File: config.mk
export PLATFORM = sky130hd
export DESIGN_NAME = dynamic_window_velocity_grid_core
export DESIGN_NICKNAME = d
export VERILOG_FILES = /design/src/rtl/core/dwvg_pkg.sv /design/src/rtl/core/dwvg_front.sv /design/src/rtl/core/dwvg_queue.sv /design/src/rtl/core/dwvg_div.sv /design/src/rtl/core/dwvg_back.sv /design/src/rtl/core/dynamic_window_velocity_grid_core.sv
export SDC_FILE = /design/constraint.sdc
export NUM_CORES = 2
export LEC_CHECK = 0
export BUFFER_PORTS_ARGS = -buffer_cell sky130_fd_sc_hd__buf_2
export CORE_MARGIN = 3
export CORE_UTILIZATION = 35
export CTS_CLUSTER_DIAMETER = 80
export CTS_CLUSTER_SIZE = 8
export DETAILED_ROUTE_END_ITERATION = 10
export PLACE_DENSITY_LB_ADDON = 0.25
export SLEW_MARGIN = 20
export SYNTH_ARGS = -nofsm -noshare
export SYNTH_HDL_FRONTEND = slang
export SYNTH_SLANG_ARGS = --single-unit
File: constraint.sdc
create_clock -name clk -period 25.8 [get_ports clk]
set_clock_uncertainty 0.15 [all_clocks]
set_input_delay 6.45 -clock clk [delete_from_list [all_inputs] [get_ports clk]]
set_output_delay 6.45 -clock clk [all_outputs]
set_load 0.05 [all_outputs]
File: src/rtl/core/dwvg_pkg.sv
// ----------------------------------------------------------------------------
// dwvg_pkg - shared types and constants of the velocity grid core
// Item and queue entry types, divider request/response, register codes,
// back-end sequencer states and the bin count helper.
// ----------------------------------------------------------------------------
`default_nettype none

package dwvg_pkg;

	// Field widths fixed by the item and register layout
	localparam int SPEED_W  = 32;
	localparam int LIMIT_W  = 31;
	localparam int BINS_W   = 11;
	localparam int PERIOD_W = 16;
	localparam int STEP_W   = 31;
	localparam int IDX_W    = 12;
	localparam int CFG_W    = 31;
	localparam int CFG_IDX_W = 3;

	// Period is unsigned Q0.16
	localparam int PERIOD_FRAC = 16;

	// Grid counts saturate here
	localparam int MAX_BINS = 1024;

	// Depth of the queue between front and back
	localparam int QUEUE_DEPTH = 2;

	// Shared multiplier: 32 x 16 bits
	localparam int MUL_A_W = 32;
	localparam int MUL_B_W = 16;
	localparam int MUL_P_W = MUL_A_W + MUL_B_W;

	// Shared restoring divider
	localparam int DIV_NUM_W    = 44;
	localparam int DIV_DEN_W    = 32;
	localparam int DIV_QUO_W    = 33;
	localparam int DIV_NARROW_W = 11;
	localparam int DIV_CNT_W    = $clog2(DIV_QUO_W + 1);

	// Register reset values
	localparam logic [BINS_W-1:0]   BINS_RST   = BINS_W'(100);
	localparam logic [PERIOD_W-1:0] PERIOD_RST = PERIOD_W'(655);
	localparam logic [BINS_W-1:0]   BINS_ONE   = BINS_W'(1);

	localparam logic signed [IDX_W-1:0] IDX_NONE = '1;
	localparam logic signed [IDX_W-1:0] IDX_ZERO = '0;

	typedef enum logic [CFG_IDX_W-1:0] {
		REG_ACCEL       = 3'd0,
		REG_BRAKE       = 3'd1,
		REG_FORWARD     = 3'd2,
		REG_TURN_RATE   = 3'd3,
		REG_TURN_ACCEL  = 3'd4,
		REG_SPEED_BINS  = 3'd5,
		REG_TURN_BINS   = 3'd6,
		REG_PERIOD      = 3'd7
	} cfg_reg_t;

	typedef enum logic {
		OP_UPDATE = 1'b0,
		OP_QUERY  = 1'b1
	} op_kind_t;

	typedef struct packed {
		op_kind_t                   kind;
		logic signed [SPEED_W-1:0]  lin;
		logic signed [SPEED_W-1:0]  ang;
	} op_t;

	typedef struct packed {
		logic [LIMIT_W-1:0]  accel;
		logic [LIMIT_W-1:0]  brake;
		logic [LIMIT_W-1:0]  fwd;
		logic [LIMIT_W-1:0]  tlim;
		logic [LIMIT_W-1:0]  taccel;
		logic [BINS_W-1:0]   speed_bins;
		logic [BINS_W-1:0]   turn_bins;
		logic [PERIOD_W-1:0] period;
	} cfg_t;

	typedef struct packed {
		logic full;
		logic empty;
	} q_stat_t;

	typedef struct packed {
		logic                 start;
		logic                 narrow;
		logic [DIV_NUM_W-1:0] num;
		logic [DIV_DEN_W-1:0] den;
	} div_req_t;

	typedef struct packed {
		logic                 done;
		logic [DIV_QUO_W-1:0] quo;
	} div_rsp_t;

	typedef enum logic [4:0] {
		ST_IDLE,
		ST_MUL_BRAKE,
		ST_MUL_ACCEL,
		ST_MUL_TURN,
		ST_WINDOW,
		ST_ORDER,
		ST_STEP_SPEED,
		ST_WAIT_SPEED,
		ST_STEP_TURN,
		ST_WAIT_TURN,
		ST_CHECK,
		ST_ROW_MUL,
		ST_ROW_DIV,
		ST_WAIT_ROW,
		ST_COL_MUL,
		ST_COL_DIV,
		ST_WAIT_COL,
		ST_RESULT
	} back_st_t;

	// Zero bins count as one, large values saturate
	function automatic logic [BINS_W-1:0] eff_bins(input logic [BINS_W-1:0] b);
		logic [BINS_W-1:0] r;
		r = b;
		if (b == '0) begin
			r = BINS_ONE;
		end else if (32'(b) > MAX_BINS) begin
			r = BINS_W'(MAX_BINS);
		end
		return r;
	endfunction

endpackage

`default_nettype wire

File: src/rtl/core/dwvg_front.sv
// ----------------------------------------------------------------------------
// dwvg_front - request intake
// Registers one request, classifies it and clamps update speeds to limits.
// ----------------------------------------------------------------------------
`default_nettype none

module dwvg_front (
	input  wire logic                                clk,
	input  wire logic                                arst_n,
	input  wire logic                                in_valid,
	output logic                                     in_stall,
	input  wire logic                                kind,
	input  wire logic signed [dwvg_pkg::SPEED_W-1:0] linear_speed,
	input  wire logic signed [dwvg_pkg::SPEED_W-1:0] angular_speed,
	input  wire dwvg_pkg::cfg_t                      cfg,
	input  wire dwvg_pkg::q_stat_t                   q_stat,
	output logic                                     push,
	output dwvg_pkg::op_t                            push_data
);

	logic          valid_s1;
	dwvg_pkg::op_t op_s1;
	dwvg_pkg::op_t op_c;
	logic          accept;

	logic signed [dwvg_pkg::SPEED_W-1:0] fwd_s;
	logic signed [dwvg_pkg::SPEED_W-1:0] tlim_s;
	logic signed [dwvg_pkg::SPEED_W-1:0] tlim_n;

	assign fwd_s  = $signed({1'b0, cfg.fwd});
	assign tlim_s = $signed({1'b0, cfg.tlim});
	assign tlim_n = -tlim_s;

	assign push     = valid_s1 && !q_stat.full;
	assign in_stall = valid_s1 && q_stat.full;
	assign accept   = in_valid && !in_stall;
	assign push_data = op_s1;

	// Clamp measured speeds for an update; pass query candidates untouched
	always_comb begin
		op_c.kind = dwvg_pkg::op_kind_t'(kind);
		op_c.lin  = linear_speed;
		op_c.ang  = angular_speed;
		if (op_c.kind == dwvg_pkg::OP_UPDATE) begin
			if (linear_speed < 0) begin
				op_c.lin = '0;
			end else if (linear_speed > fwd_s) begin
				op_c.lin = fwd_s;
			end
			if (angular_speed > tlim_s) begin
				op_c.ang = tlim_s;
			end else if (angular_speed < tlim_n) begin
				op_c.ang = tlim_n;
			end
		end
	end

	always_ff @(posedge clk or negedge arst_n) begin
		if (!arst_n) begin
			valid_s1 <= 1'b0;
		end else if (accept) begin
			valid_s1 <= 1'b1;
		end else if (push) begin
			valid_s1 <= 1'b0;
		end
	end

	always_ff @(posedge clk) begin
		if (accept) begin
			op_s1 <= op_c;
		end
	end

endmodule

`default_nettype wire

File: src/rtl/core/dwvg_queue.sv
// ----------------------------------------------------------------------------
// dwvg_queue - short request queue
// Decouples the intake stage from the back-end sequencer.
// ----------------------------------------------------------------------------
`default_nettype none

module dwvg_queue #(
	parameter int DEPTH = dwvg_pkg::QUEUE_DEPTH
) (
	input  wire logic               clk,
	input  wire logic               arst_n,
	input  wire logic               push,
	input  wire dwvg_pkg::op_t      push_data,
	input  wire logic               pop,
	output dwvg_pkg::op_t           pop_data,
	output dwvg_pkg::q_stat_t       stat
);

	localparam int PTR_W = (DEPTH > 1) ? $clog2(DEPTH) : 1;
	localparam int CNT_W = $clog2(DEPTH + 1);

	dwvg_pkg::op_t    mem_q [DEPTH];
	logic [PTR_W-1:0] wr_ptr_q;
	logic [PTR_W-1:0] rd_ptr_q;
	logic [CNT_W-1:0] count_q;

	function automatic logic [PTR_W-1:0] next_ptr(input logic [PTR_W-1:0] p);
		logic [PTR_W-1:0] r;
		r = (p == PTR_W'(DEPTH - 1)) ? '0 : p + 1'b1;
		return r;
	endfunction

	assign stat.full  = (count_q == CNT_W'(DEPTH));
	assign stat.empty = (count_q == '0);
	assign pop_data   = mem_q[rd_ptr_q];

	always_ff @(posedge clk) begin
		if (push) begin
			mem_q[wr_ptr_q] <= push_data;
		end
	end

	always_ff @(posedge clk or negedge arst_n) begin
		if (!arst_n) begin
			wr_ptr_q <= '0;
			rd_ptr_q <= '0;
			count_q  <= '0;
		end else begin
			if (push) begin
				wr_ptr_q <= next_ptr(wr_ptr_q);
			end
			if (pop) begin
				rd_ptr_q <= next_ptr(rd_ptr_q);
			end
			if (push && !pop) begin
				count_q <= count_q + 1'b1;
			end else if (pop && !push) begin
				count_q <= count_q - 1'b1;
			end
		end
	end

	a_count_bound: assert property (@(posedge clk) disable iff (!arst_n)
		count_q <= CNT_W'(DEPTH))
		else $error("queue count beyond depth");

	a_no_pop_empty: assert property (@(posedge clk) disable iff (!arst_n)
		pop |-> (count_q != '0))
		else $error("queue popped while empty");

endmodule

`default_nettype wire

File: src/rtl/core/dwvg_div.sv
// ----------------------------------------------------------------------------
// dwvg_div - shared restoring divider
// One quotient bit per cycle; wide mode gives 33 bits, narrow mode 11 bits.
// ----------------------------------------------------------------------------
`default_nettype none

module dwvg_div (
	input  wire logic               clk,
	input  wire logic               arst_n,
	input  wire dwvg_pkg::div_req_t req,
	output dwvg_pkg::div_rsp_t      rsp
);

	localparam int NW = dwvg_pkg::DIV_NUM_W;
	localparam int DW = dwvg_pkg::DIV_DEN_W;
	localparam int QW = dwvg_pkg::DIV_QUO_W;
	localparam int RW = dwvg_pkg::DIV_NARROW_W;
	localparam int CW = dwvg_pkg::DIV_CNT_W;

	logic          busy_q;
	logic          done_q;
	logic [CW-1:0] cnt_q;
	logic [DW-1:0] rem_q;
	logic [DW-1:0] den_q;
	logic [QW-1:0] bits_q;
	logic [QW-1:0] quo_q;

	logic [DW:0]   trial;
	logic          fits;
	logic [DW:0]   diff;

	assign trial = {rem_q, bits_q[QW-1]};
	assign fits  = (trial >= {1'b0, den_q});
	assign diff  = trial - {1'b0, den_q};

	assign rsp.done = done_q;
	assign rsp.quo  = quo_q;

	always_ff @(posedge clk or negedge arst_n) begin
		if (!arst_n) begin
			busy_q <= 1'b0;
			done_q <= 1'b0;
			cnt_q  <= '0;
		end else begin
			done_q <= 1'b0;
			if (req.start) begin
				busy_q <= 1'b1;
				cnt_q  <= req.narrow ? CW'(RW) : CW'(QW);
			end else if (busy_q) begin
				cnt_q <= cnt_q - 1'b1;
				if (cnt_q == CW'(1)) begin
					busy_q <= 1'b0;
					done_q <= 1'b1;
				end
			end
		end
	end

	// Narrow mode: the quotient is known to fit in RW bits, so the top of
	// the dividend is already below the divisor and seeds the remainder.
	always_ff @(posedge clk) begin
		if (req.start) begin
			den_q <= req.den;
			quo_q <= '0;
			if (req.narrow) begin
				rem_q  <= req.num[NW-2:RW];
				bits_q <= {req.num[RW-1:0], {(QW-RW){1'b0}}};
			end else begin
				rem_q  <= DW'(req.num[NW-1:QW]);
				bits_q <= req.num[QW-1:0];
			end
		end else if (busy_q) begin
			rem_q  <= fits ? diff[DW-1:0] : trial[DW-1:0];
			bits_q <= {bits_q[QW-2:0], 1'b0};
			quo_q  <= {quo_q[QW-2:0], fits};
		end
	end

	a_start_idle: assert property (@(posedge clk) disable iff (!arst_n)
		req.start |-> !busy_q)
		else $error("divider started while busy");

endmodule

`default_nettype wire

File: src/rtl/core/dwvg_back.sv
// ----------------------------------------------------------------------------
// dwvg_back - window update and grid lookup sequencer
// Holds the window state, drives the shared multiplier and divider and
// registers one result at a time.
// ----------------------------------------------------------------------------
`default_nettype none

module dwvg_back (
	input  wire logic                                   clk,
	input  wire logic                                   arst_n,
	input  wire dwvg_pkg::cfg_t                         cfg,
	input  wire dwvg_pkg::op_t                          q_data,
	input  wire dwvg_pkg::q_stat_t                      q_stat,
	output logic                                        pop,
	output logic                                        out_valid,
	input  wire logic                                   out_stall,
	output logic signed [dwvg_pkg::SPEED_W-1:0]         speed_low,
	output logic signed [dwvg_pkg::SPEED_W-1:0]         speed_high,
	output logic signed [dwvg_pkg::SPEED_W-1:0]         turn_left,
	output logic signed [dwvg_pkg::SPEED_W-1:0]         turn_right,
	output logic        [dwvg_pkg::STEP_W-1:0]          speed_increment,
	output logic        [dwvg_pkg::STEP_W-1:0]          turn_increment,
	output logic        [dwvg_pkg::BINS_W-1:0]          grid_rows,
	output logic        [dwvg_pkg::BINS_W-1:0]          grid_cols,
	output logic signed [dwvg_pkg::IDX_W-1:0]           row_index,
	output logic signed [dwvg_pkg::IDX_W-1:0]           col_index,
	output logic                                        outside_window
);

	localparam int SW = dwvg_pkg::SPEED_W;
	localparam int XW = SW + 2;
	localparam int LW = dwvg_pkg::LIMIT_W;
	localparam int PF = dwvg_pkg::PERIOD_FRAC;

	dwvg_pkg::back_st_t st_q, st_d;
	dwvg_pkg::div_req_t div_req;
	dwvg_pkg::div_rsp_t div_rsp;
	logic               out_load;

	dwvg_pkg::op_t op_q;

	// Window state
	logic signed [SW-1:0]               win_low_q, win_high_q, win_left_q, win_right_q;
	logic [dwvg_pkg::STEP_W-1:0]        step_speed_q, step_turn_q;
	logic [dwvg_pkg::BINS_W-1:0]        rows_q, cols_q;

	// Working registers
	logic [LW-1:0]                      delta_brake_q, delta_accel_q;
	logic [dwvg_pkg::MUL_P_W-1:0]       mul_q;
	logic                               err_q;
	logic signed [dwvg_pkg::IDX_W-1:0]  row_q, col_q;
	logic                               out_valid_q;

	// Shared multiplier
	logic [dwvg_pkg::MUL_A_W-1:0]       mul_a;
	logic [dwvg_pkg::MUL_B_W-1:0]       mul_b;
	logic [dwvg_pkg::MUL_P_W-1:0]       mul_p;

	logic [SW-1:0] span_speed, span_turn, off_speed, off_turn;
	logic          speed_flat, turn_flat;
	logic          query_err;

	logic signed [XW-1:0] lin_x, ang_x, fwd_x, tlim_x, tlim_nx;
	logic signed [XW-1:0] brk_x, acc_x, trn_x;
	logic signed [XW-1:0] lo_raw, hi_raw, rt_raw, lf_raw;
	logic signed [XW-1:0] lo_c, hi_c, rt_c, lf_c;

	logic [LW-1:0] delta_turn;

	dwvg_div u_div (
		.clk    (clk),
		.arst_n (arst_n),
		.req    (div_req),
		.rsp    (div_rsp)
	);

	// Spans and offsets fit in 32 unsigned bits; wrap-around subtraction is exact
	assign span_speed = win_high_q - win_low_q;
	assign span_turn  = win_right_q - win_left_q;
	assign off_speed  = op_q.lin - win_low_q;
	assign off_turn   = op_q.ang - win_left_q;
	assign speed_flat = (win_high_q == win_low_q);
	assign turn_flat  = (win_right_q == win_left_q);

	assign query_err = (!speed_flat && (op_q.lin < win_low_q || op_q.lin > win_high_q))
		|| (!turn_flat && (op_q.ang < win_left_q || op_q.ang > win_right_q));

	assign delta_turn = mul_q[PF+LW-1:PF];

	always_comb begin
		mul_a = '0;
		mul_b = '0;
		case (st_q)
			dwvg_pkg::ST_MUL_BRAKE: begin
				mul_a = {1'b0, cfg.brake};
				mul_b = cfg.period;
			end
			dwvg_pkg::ST_MUL_ACCEL: begin
				mul_a = {1'b0, cfg.accel};
				mul_b = cfg.period;
			end
			dwvg_pkg::ST_MUL_TURN: begin
				mul_a = {1'b0, cfg.taccel};
				mul_b = cfg.period;
			end
			dwvg_pkg::ST_ROW_MUL: begin
				mul_a = off_speed;
				mul_b = dwvg_pkg::MUL_B_W'(cfg.speed_bins);
			end
			dwvg_pkg::ST_COL_MUL: begin
				mul_a = off_turn;
				mul_b = dwvg_pkg::MUL_B_W'(cfg.turn_bins);
			end
			default: begin
				mul_a = '0;
				mul_b = '0;
			end
		endcase
	end

	assign mul_p = dwvg_pkg::MUL_P_W'(mul_a) * dwvg_pkg::MUL_P_W'(mul_b);

	// Reachable window, clamped to the limits
	always_comb begin
		lin_x   = {{2{op_q.lin[SW-1]}}, op_q.lin};
		ang_x   = {{2{op_q.ang[SW-1]}}, op_q.ang};
		fwd_x   = $signed({3'b000, cfg.fwd});
		tlim_x  = $signed({3'b000, cfg.tlim});
		tlim_nx = -tlim_x;
		brk_x   = $signed({3'b000, delta_brake_q});
		acc_x   = $signed({3'b000, delta_accel_q});
		trn_x   = $signed({3'b000, delta_turn});

		lo_raw = lin_x - brk_x;
		hi_raw = lin_x + acc_x;
		rt_raw = ang_x + trn_x;
		lf_raw = ang_x - trn_x;

		lo_c = lo_raw;
		if (lo_raw < 0) begin
			lo_c = '0;
		end else if (lo_raw > fwd_x) begin
			lo_c = fwd_x;
		end
		hi_c = hi_raw;
		if (hi_raw < 0) begin
			hi_c = '0;
		end else if (hi_raw > fwd_x) begin
			hi_c = fwd_x;
		end
		rt_c = (rt_raw > tlim_x) ? tlim_x : rt_raw;
		lf_c = (lf_raw < tlim_nx) ? tlim_nx : lf_raw;
	end

	// Next state and handshakes
	always_comb begin
		st_d     = st_q;
		pop      = 1'b0;
		out_load = 1'b0;
		div_req  = '0;
		case (st_q)
			dwvg_pkg::ST_IDLE: begin
				if (!q_stat.empty) begin
					pop  = 1'b1;
					st_d = (q_data.kind == dwvg_pkg::OP_UPDATE) ?
						dwvg_pkg::ST_MUL_BRAKE : dwvg_pkg::ST_CHECK;
				end
			end
			dwvg_pkg::ST_MUL_BRAKE: st_d = dwvg_pkg::ST_MUL_ACCEL;
			dwvg_pkg::ST_MUL_ACCEL: st_d = dwvg_pkg::ST_MUL_TURN;
			dwvg_pkg::ST_MUL_TURN:  st_d = dwvg_pkg::ST_WINDOW;
			dwvg_pkg::ST_WINDOW:    st_d = dwvg_pkg::ST_ORDER;
			dwvg_pkg::ST_ORDER:     st_d = dwvg_pkg::ST_STEP_SPEED;
			dwvg_pkg::ST_STEP_SPEED: begin
				div_req.start  = 1'b1;
				div_req.narrow = 1'b0;
				div_req.num    = dwvg_pkg::DIV_NUM_W'(span_speed);
				div_req.den    = dwvg_pkg::DIV_DEN_W'(cfg.speed_bins);
				st_d = dwvg_pkg::ST_WAIT_SPEED;
			end
			dwvg_pkg::ST_WAIT_SPEED: begin
				if (div_rsp.done) begin
					st_d = dwvg_pkg::ST_STEP_TURN;
				end
			end
			dwvg_pkg::ST_STEP_TURN: begin
				div_req.start  = 1'b1;
				div_req.narrow = 1'b0;
				div_req.num    = dwvg_pkg::DIV_NUM_W'(span_turn);
				div_req.den    = dwvg_pkg::DIV_DEN_W'(cfg.turn_bins);
				st_d = dwvg_pkg::ST_WAIT_TURN;
			end
			dwvg_pkg::ST_WAIT_TURN: begin
				if (div_rsp.done) begin
					st_d = dwvg_pkg::ST_RESULT;
				end
			end
			dwvg_pkg::ST_CHECK: st_d = dwvg_pkg::ST_ROW_MUL;
			dwvg_pkg::ST_ROW_MUL: begin
				st_d = (speed_flat || err_q) ? dwvg_pkg::ST_COL_MUL : dwvg_pkg::ST_ROW_DIV;
			end
			dwvg_pkg::ST_ROW_DIV: begin
				div_req.start  = 1'b1;
				div_req.narrow = 1'b1;
				div_req.num    = mul_q[dwvg_pkg::DIV_NUM_W-1:0];
				div_req.den    = span_speed;
				st_d = dwvg_pkg::ST_WAIT_ROW;
			end
			dwvg_pkg::ST_WAIT_ROW: begin
				if (div_rsp.done) begin
					st_d = dwvg_pkg::ST_COL_MUL;
				end
			end
			dwvg_pkg::ST_COL_MUL: begin
				st_d = (turn_flat || err_q) ? dwvg_pkg::ST_RESULT : dwvg_pkg::ST_COL_DIV;
			end
			dwvg_pkg::ST_COL_DIV: begin
				div_req.start  = 1'b1;
				div_req.narrow = 1'b1;
				div_req.num    = mul_q[dwvg_pkg::DIV_NUM_W-1:0];
				div_req.den    = span_turn;
				st_d = dwvg_pkg::ST_WAIT_COL;
			end
			dwvg_pkg::ST_WAIT_COL: begin
				if (div_rsp.done) begin
					st_d = dwvg_pkg::ST_RESULT;
				end
			end
			dwvg_pkg::ST_RESULT: begin
				if (!out_valid_q || !out_stall) begin
					out_load = 1'b1;
					st_d     = dwvg_pkg::ST_IDLE;
				end
			end
			default: st_d = dwvg_pkg::ST_IDLE;
		endcase
	end

	always_ff @(posedge clk or negedge arst_n) begin
		if (!arst_n) begin
			st_q <= dwvg_pkg::ST_IDLE;
		end else begin
			st_q <= st_d;
		end
	end

	// Window state and result valid
	always_ff @(posedge clk or negedge arst_n) begin
		if (!arst_n) begin
			win_low_q    <= '0;
			win_high_q   <= '0;
			win_left_q   <= '0;
			win_right_q  <= '0;
			step_speed_q <= '0;
			step_turn_q  <= '0;
			rows_q       <= dwvg_pkg::BINS_ONE;
			cols_q       <= dwvg_pkg::BINS_ONE;
			out_valid_q  <= 1'b0;
		end else begin
			case (st_q)
				dwvg_pkg::ST_WINDOW: begin
					win_low_q   <= lo_c[SW-1:0];
					win_high_q  <= hi_c[SW-1:0];
					win_left_q  <= lf_c[SW-1:0];
					win_right_q <= rt_c[SW-1:0];
				end
				dwvg_pkg::ST_ORDER: begin
					if (win_high_q < win_low_q) begin
						win_high_q <= win_low_q;
					end
					if (win_right_q < win_left_q) begin
						win_right_q <= win_left_q;
					end
				end
				dwvg_pkg::ST_WAIT_SPEED: begin
					if (div_rsp.done) begin
						step_speed_q <= div_rsp.quo[dwvg_pkg::STEP_W-1:0];
						rows_q <= (div_rsp.quo != '0 && win_high_q > win_low_q) ?
							cfg.speed_bins : dwvg_pkg::BINS_ONE;
					end
				end
				dwvg_pkg::ST_WAIT_TURN: begin
					if (div_rsp.done) begin
						// Saturate the turn step to 31 bits
						step_turn_q <= (|div_rsp.quo[dwvg_pkg::DIV_QUO_W-1:dwvg_pkg::STEP_W]) ?
							'1 : div_rsp.quo[dwvg_pkg::STEP_W-1:0];
						cols_q <= (div_rsp.quo != '0 && win_right_q > win_left_q) ?
							cfg.turn_bins : dwvg_pkg::BINS_ONE;
					end
				end
				default: begin
				end
			endcase
			if (out_load) begin
				out_valid_q <= 1'b1;
			end else if (out_valid_q && !out_stall) begin
				out_valid_q <= 1'b0;
			end
		end
	end

	// Working registers and result payload
	always_ff @(posedge clk) begin
		if (pop) begin
			op_q  <= q_data;
			err_q <= 1'b0;
			row_q <= dwvg_pkg::IDX_NONE;
			col_q <= dwvg_pkg::IDX_NONE;
		end
		case (st_q)
			dwvg_pkg::ST_MUL_BRAKE: begin
				mul_q <= mul_p;
			end
			dwvg_pkg::ST_MUL_ACCEL: begin
				delta_brake_q <= mul_q[PF+LW-1:PF];
				mul_q         <= mul_p;
			end
			dwvg_pkg::ST_MUL_TURN: begin
				delta_accel_q <= mul_q[PF+LW-1:PF];
				mul_q         <= mul_p;
			end
			dwvg_pkg::ST_CHECK: begin
				err_q <= query_err;
				row_q <= speed_flat ? dwvg_pkg::IDX_ZERO : dwvg_pkg::IDX_NONE;
				col_q <= turn_flat ? dwvg_pkg::IDX_ZERO : dwvg_pkg::IDX_NONE;
			end
			dwvg_pkg::ST_ROW_MUL, dwvg_pkg::ST_COL_MUL: begin
				mul_q <= mul_p;
			end
			dwvg_pkg::ST_WAIT_ROW: begin
				if (div_rsp.done) begin
					row_q <= $signed({1'b0, div_rsp.quo[dwvg_pkg::DIV_NARROW_W-1:0]});
				end
			end
			dwvg_pkg::ST_WAIT_COL: begin
				if (div_rsp.done) begin
					col_q <= $signed({1'b0, div_rsp.quo[dwvg_pkg::DIV_NARROW_W-1:0]});
				end
			end
			default: begin
			end
		endcase
		if (out_load) begin
			speed_low       <= win_low_q;
			speed_high      <= win_high_q;
			turn_left       <= win_left_q;
			turn_right      <= win_right_q;
			speed_increment <= step_speed_q;
			turn_increment  <= step_turn_q;
			grid_rows       <= rows_q;
			grid_cols       <= cols_q;
			row_index       <= row_q;
			col_index       <= col_q;
			outside_window  <= err_q;
		end
	end

	assign out_valid = out_valid_q;

	a_speed_order: assert property (@(posedge clk) disable iff (!arst_n)
		(st_q != dwvg_pkg::ST_ORDER) |-> (win_high_q >= win_low_q))
		else $error("linear window inverted outside ordering step");

	a_turn_order: assert property (@(posedge clk) disable iff (!arst_n)
		(st_q != dwvg_pkg::ST_ORDER) |-> (win_right_q >= win_left_q))
		else $error("angular window inverted outside ordering step");

	a_counts_nonzero: assert property (@(posedge clk) disable iff (!arst_n)
		(rows_q != '0) && (cols_q != '0))
		else $error("grid count dropped to zero");

	a_load_only_free: assert property (@(posedge clk) disable iff (!arst_n)
		out_load |-> (!out_valid_q || !out_stall))
		else $error("result overwritten while pending");

endmodule

`default_nettype wire

File: src/rtl/core/dynamic_window_velocity_grid_core.sv
// ----------------------------------------------------------------------------
// dynamic_window_velocity_grid_core - dynamic window and velocity grid
// Keeps the reachable speed window and a grid over it; maps candidates to
// grid cells.
// ----------------------------------------------------------------------------
// Usage:
//   Input channel (in_valid / in_stall): a request with kind = 0 updates the
//   window from measured speeds, kind = 1 maps a candidate (v, omega) to grid
//   indices. Every request yields exactly one result on the output channel
//   (out_valid / out_stall), in order.
//   Configuration: write cfg_data to register cfg_index while cfg_we is high;
//   write only while no request is in flight.
//   The back-end runs each request through the shared one-bit-per-cycle
//   divider: 33 quotient bits for each step size, 11 for each grid index; a
//   query skips the division on a degenerate axis or outside the window. The
//   back-end takes one request at a time and pops another only once the last
//   result is loaded into the output register.
//   The intake stage plus a two-entry queue accept up to three requests ahead
//   of the back-end; a pending result in the output register does not block
//   intake. When the receiver stalls, the result holds and the back-end waits
//   after finishing its next request; intake stalls once the queue is full.
//   Reset clears the window, step sizes and grid counts (counts to 1) and
//   loads the register defaults (bins 100, period 655).
// ----------------------------------------------------------------------------
`default_nettype none

module dynamic_window_velocity_grid_core #(
	parameter int QUEUE_DEPTH = dwvg_pkg::QUEUE_DEPTH
) (
	input  wire logic                                   clk,
	input  wire logic                                   arst_n,

	input  wire logic                                   cfg_we,
	input  wire logic [dwvg_pkg::CFG_IDX_W-1:0]         cfg_index,
	input  wire logic [dwvg_pkg::CFG_W-1:0]             cfg_data,

	input  wire logic                                   in_valid,
	output logic                                        in_stall,
	input  wire logic                                   kind,
	input  wire logic signed [dwvg_pkg::SPEED_W-1:0]    linear_speed,
	input  wire logic signed [dwvg_pkg::SPEED_W-1:0]    angular_speed,

	output logic                                        out_valid,
	input  wire logic                                   out_stall,
	output logic signed [dwvg_pkg::SPEED_W-1:0]         speed_low,
	output logic signed [dwvg_pkg::SPEED_W-1:0]         speed_high,
	output logic signed [dwvg_pkg::SPEED_W-1:0]         turn_left,
	output logic signed [dwvg_pkg::SPEED_W-1:0]         turn_right,
	output logic        [dwvg_pkg::STEP_W-1:0]          speed_increment,
	output logic        [dwvg_pkg::STEP_W-1:0]          turn_increment,
	output logic        [dwvg_pkg::BINS_W-1:0]          grid_rows,
	output logic        [dwvg_pkg::BINS_W-1:0]          grid_cols,
	output logic signed [dwvg_pkg::IDX_W-1:0]           row_index,
	output logic signed [dwvg_pkg::IDX_W-1:0]           col_index,
	output logic                                        outside_window
);

	// Configuration registers
	logic [dwvg_pkg::LIMIT_W-1:0]  accel_q, brake_q, fwd_q, tlim_q, taccel_q;
	logic [dwvg_pkg::BINS_W-1:0]   speed_bins_q, turn_bins_q;
	logic [dwvg_pkg::PERIOD_W-1:0] period_q;

	dwvg_pkg::cfg_t    cfg;
	dwvg_pkg::q_stat_t q_stat;
	dwvg_pkg::op_t     push_data;
	dwvg_pkg::op_t     pop_data;
	logic              push;
	logic              pop;

	always_ff @(posedge clk or negedge arst_n) begin
		if (!arst_n) begin
			accel_q      <= '0;
			brake_q      <= '0;
			fwd_q        <= '0;
			tlim_q       <= '0;
			taccel_q     <= '0;
			speed_bins_q <= dwvg_pkg::BINS_RST;
			turn_bins_q  <= dwvg_pkg::BINS_RST;
			period_q     <= dwvg_pkg::PERIOD_RST;
		end else if (cfg_we) begin
			case (dwvg_pkg::cfg_reg_t'(cfg_index))
				dwvg_pkg::REG_ACCEL:      accel_q      <= cfg_data;
				dwvg_pkg::REG_BRAKE:      brake_q      <= cfg_data;
				dwvg_pkg::REG_FORWARD:    fwd_q        <= cfg_data;
				dwvg_pkg::REG_TURN_RATE:  tlim_q       <= cfg_data;
				dwvg_pkg::REG_TURN_ACCEL: taccel_q     <= cfg_data;
				dwvg_pkg::REG_SPEED_BINS: speed_bins_q <= cfg_data[dwvg_pkg::BINS_W-1:0];
				dwvg_pkg::REG_TURN_BINS:  turn_bins_q  <= cfg_data[dwvg_pkg::BINS_W-1:0];
				dwvg_pkg::REG_PERIOD:     period_q     <= cfg_data[dwvg_pkg::PERIOD_W-1:0];
				default: begin
				end
			endcase
		end
	end

	// Bin counts go out already forced into [1, MAX_BINS]
	always_comb begin
		cfg.accel      = accel_q;
		cfg.brake      = brake_q;
		cfg.fwd        = fwd_q;
		cfg.tlim       = tlim_q;
		cfg.taccel     = taccel_q;
		cfg.speed_bins = dwvg_pkg::eff_bins(speed_bins_q);
		cfg.turn_bins  = dwvg_pkg::eff_bins(turn_bins_q);
		cfg.period     = period_q;
	end

	// Intake: register, classify and clamp a request
	dwvg_front u_front (
		.clk           (clk),
		.arst_n        (arst_n),
		.in_valid      (in_valid),
		.in_stall      (in_stall),
		.kind          (kind),
		.linear_speed  (linear_speed),
		.angular_speed (angular_speed),
		.cfg           (cfg),
		.q_stat        (q_stat),
		.push          (push),
		.push_data     (push_data)
	);

	// Decouple intake from the sequencer
	dwvg_queue #(
		.DEPTH (QUEUE_DEPTH)
	) u_queue (
		.clk       (clk),
		.arst_n    (arst_n),
		.push      (push),
		.push_data (push_data),
		.pop       (pop),
		.pop_data  (pop_data),
		.stat      (q_stat)
	);

	// Window update, grid lookup and result register
	dwvg_back u_back (
		.clk             (clk),
		.arst_n          (arst_n),
		.cfg             (cfg),
		.q_data          (pop_data),
		.q_stat          (q_stat),
		.pop             (pop),
		.out_valid       (out_valid),
		.out_stall       (out_stall),
		.speed_low       (speed_low),
		.speed_high      (speed_high),
		.turn_left       (turn_left),
		.turn_right      (turn_right),
		.speed_increment (speed_increment),
		.turn_increment  (turn_increment),
		.grid_rows       (grid_rows),
		.grid_cols       (grid_cols),
		.row_index       (row_index),
		.col_index       (col_index),
		.outside_window  (outside_window)
	);

endmodule

`default_nettype wire

==> results.py <==
metrics = {
    "outcome": {
        "status": "finished clean",
    },
    "critical_path": {
        "crit_type": "register to register",
        "max_stage_delay_ns": 0.74,
        "crit_fanout": 10,
        "crit_start": "u_back.lin_x[1]",
        "startpoint_type": "register",
        "crit_required_ns": 26.24,
        "cp_slowest_cell": "nor3_1",
        "crit_path_end_kind": "register",
        "crit_top_cell": "fa_1",
        "arrival_ns": 11.43,
        "reg2reg_depth": 31,
        "timing.rr.start": "u_back.lin_x[1]",
    },
    "logic_synthesis": {
        "synthTopCellsByCount": "890 x inv_1, 799 x nand2_1, 703 x edfxtp_1",
        "synth_edf_count": 703,
        "syn_area_um2": 83400,
        "synth_area_leaders": "edfxtp_1 25%, dfrtp_1 12%, ha_1 10%, fa_1 10%, inv_1 4.0%",
        "yosysSeqAreaShare": 0.394,
        "yosysWarnings": 0,
        "synth_area_leader_cell": "edfxtp_1",
        "avgSynthCellArea_um2": 10.3,
        "yosysTopAreaCellShare": 0.253,
        "synthCells": 8092,
        "synth.most_common_cell": "inv_1",
        "async_reset_ff_frac": 0.358,
        "synth_flop_cell": "edfxtp_1",
        "synth_cell_types": 98,
        "synth.ff_latch_count": 1184,
    },
    "floorplanning": {
        "die_y_um": 494,
        "start_util": 0.353,
        "rows": 178,
        "ios": 343,
        "die_x_um": 494,
        "die_area_um2": 244000,
        "core_area_um2": 236000,
    },
    "route": {
        "drc": 0,
        "viasPerCell": 5.70,
        "dr.pass1.iters": 8,
        "vias": 67000,
        "drt-wirelength-per-cell_um": 28.0,
        "final_antenna_net_count": 0,
        "drtIter0Drc": 7054,
        "finalWirelength_mm": 329,
    },
    "power_and_ir_drop": {
        "p_per_area_nw_per_um2": 150,
        "leakage_nw": 40.9,
        "ir_drop_v": 0.0000847,
    },
    "grt": {
        "grt_pass1_vias": 65800,
        "overflow": 0,
        "track_usage": 0.265,
        "grt_pass1_wl_mm": 473,
        "antenna_found_initial": 50,
        "grt_max_degree": 171,
    },
    "flow_run": {
        "maxCapViolCount": 0,
    },
    "sta": {
        "hold_viol_final": 0,
        "rsz0062_at_grt": "no",
        "slew_headroom": 0.126,
        "tightest_slew_ns": 1.30,
        "worst_slack_ns": 14.82,
        "max_freq_ghz": 0.0911,
        "finalSetupViolations": 0,
        "tns_ns": 0,
        "fin_crit_ns": 10.98,
        "finalMaxSlewViolations": 0,
        "min_period_over_period": 0.426,
    },
    "placement": {
        "dp.cells": 11400,
        "port_buffers": 342,
        "pre_cts_ws_ns": 14.88,
        "gp_congestion": 0.970,
        "dp_hpwl_mm": 260,
    },
    "cts": {
        "cts-root-buf": "clkbuf_16",
        "cts_tree": "yes",
        "hold_buffers": 0,
        "ctsHtreeMaxLevel": 4,
        "cts_buffers": 173,
        "cts.path.max_buffers": 3,
        "post_cts_buffers": 0,
        "path_clk_slew_ns": 0.06,
        "clock_latency_ns": 0.89,
        "cts_resized": 0,
        "clock_sinks": 1184,
    },
    "final_layout": {
        "fill_cells": 23200,
        "drive_gt1_frac": 0.120,
        "area_delta_synth_final_pct": 13.4,
        "fin_nets": 9629,
        "instances_no_fill": 11700,
        "final_util": 0.401,
    },
    "min_path": {
        "holdCritPathClass": "register to register",
        "hp-start": "u_front.push_data[63]",
        "hold_depth": 0,
    },
}
## power by group
group          internal [mW]  switching (mW)
sequential              2.75           0.717
clock                   1.33           0.936
combinational           2.89            5.61
## state kept, by name (all words and copies together), names as in the netlist, 33 cells and up
name,flops
u_front.push_data,65
u_back.u_div.quo_q,33
u_queue.mem_q,130
u_back.u_div.bits_q,33
u_back.mul_q,47
## cells in the final DEF, fill, tap and decap left out, types with 262 or more instances in the layout
cell and count:
edfxtp_1 703, buf_2 341, o21ai_0 349, fa_1 426, dfrtp_1 408, mux2_2 262, inv_1 888, a21oi_1 439
nor2_1 438, ha_1 687, nand2_1 796
## kinds of logic (layout without fill, tap and decap cells)
logic type	count (synthesis)	count (layout)	synth area share
compound gates	1809	1809	0.145
mux	414	414	0.0536
xor+xnor	315	315	0.0331
flops	1184	1184	0.394
simple gates	2046	2046	0.114
buf+inv	1209	1678	0.0550
other cells	2	34	0.0000901
fa+ha+maj	1113	1113	0.205
## routing by layer
metal / vias up / share of wire / GRT usage
met5: - / 0.00057 / 0
met4: 30 / 0.046 / 0.112
met3: 587 / 0.084 / 0.0564
met2: 2987 / 0.45 / 0.413
met1: 33900 / 0.42 / 0.355
li1: 29400 / - / -
## through the flow
stage	instance area (um2)	power, mW	hold WS (ns)
2_1_floorplan	83400	8.54	0.259
3_3_place_gp	89000	11.7	0.264
3_5_place_dp	89000	11.8	0.271
4_1_cts	94400	14.1	0.226
5_1_grt	94500	15.1	0.240
6_report	94600	14.2	0.232
## worst paths after layout
kind / endpoint / slack, ns
max reg2reg: u_back.mul_q[42] / 14.82
min reg2reg: u_queue.mem_q[1][63] / 0.23
max in group asynchronous: u_back.win_right_q[3] / 18.17
min in group asynchronous: fwd_q[7] / 5.45
max: u_back.mul_q[42] / 14.82
min: u_queue.mem_q[1][63] / 0.23
## area by class of cell
type,count,area (um2),area share
antenna,30,75.1,0.000794
clock buffer,301,4860,0.0514
clock inverter,25,588,0.00622
inverter,892,3350,0.0354
multi-input combinational,5701,46200,0.489
sequential,1184,32900,0.348
tap,3150,3940,0.0417
timing repair buffer,460,2650,0.0281
## worst max-delay path: cells and delay by family (launching register included)
family                   cells  cell delay, ns
adder cells (fa/ha/maj)      8            3.74
flip-flops                   1            0.54
AND/OR/NAND/NOR             11            3.01
AO/OA/AOI/OAI                7            2.24
buffers and inverters        3            0.16
XOR/XNOR                     2            0.86
(Power assumes the default switching activity.)
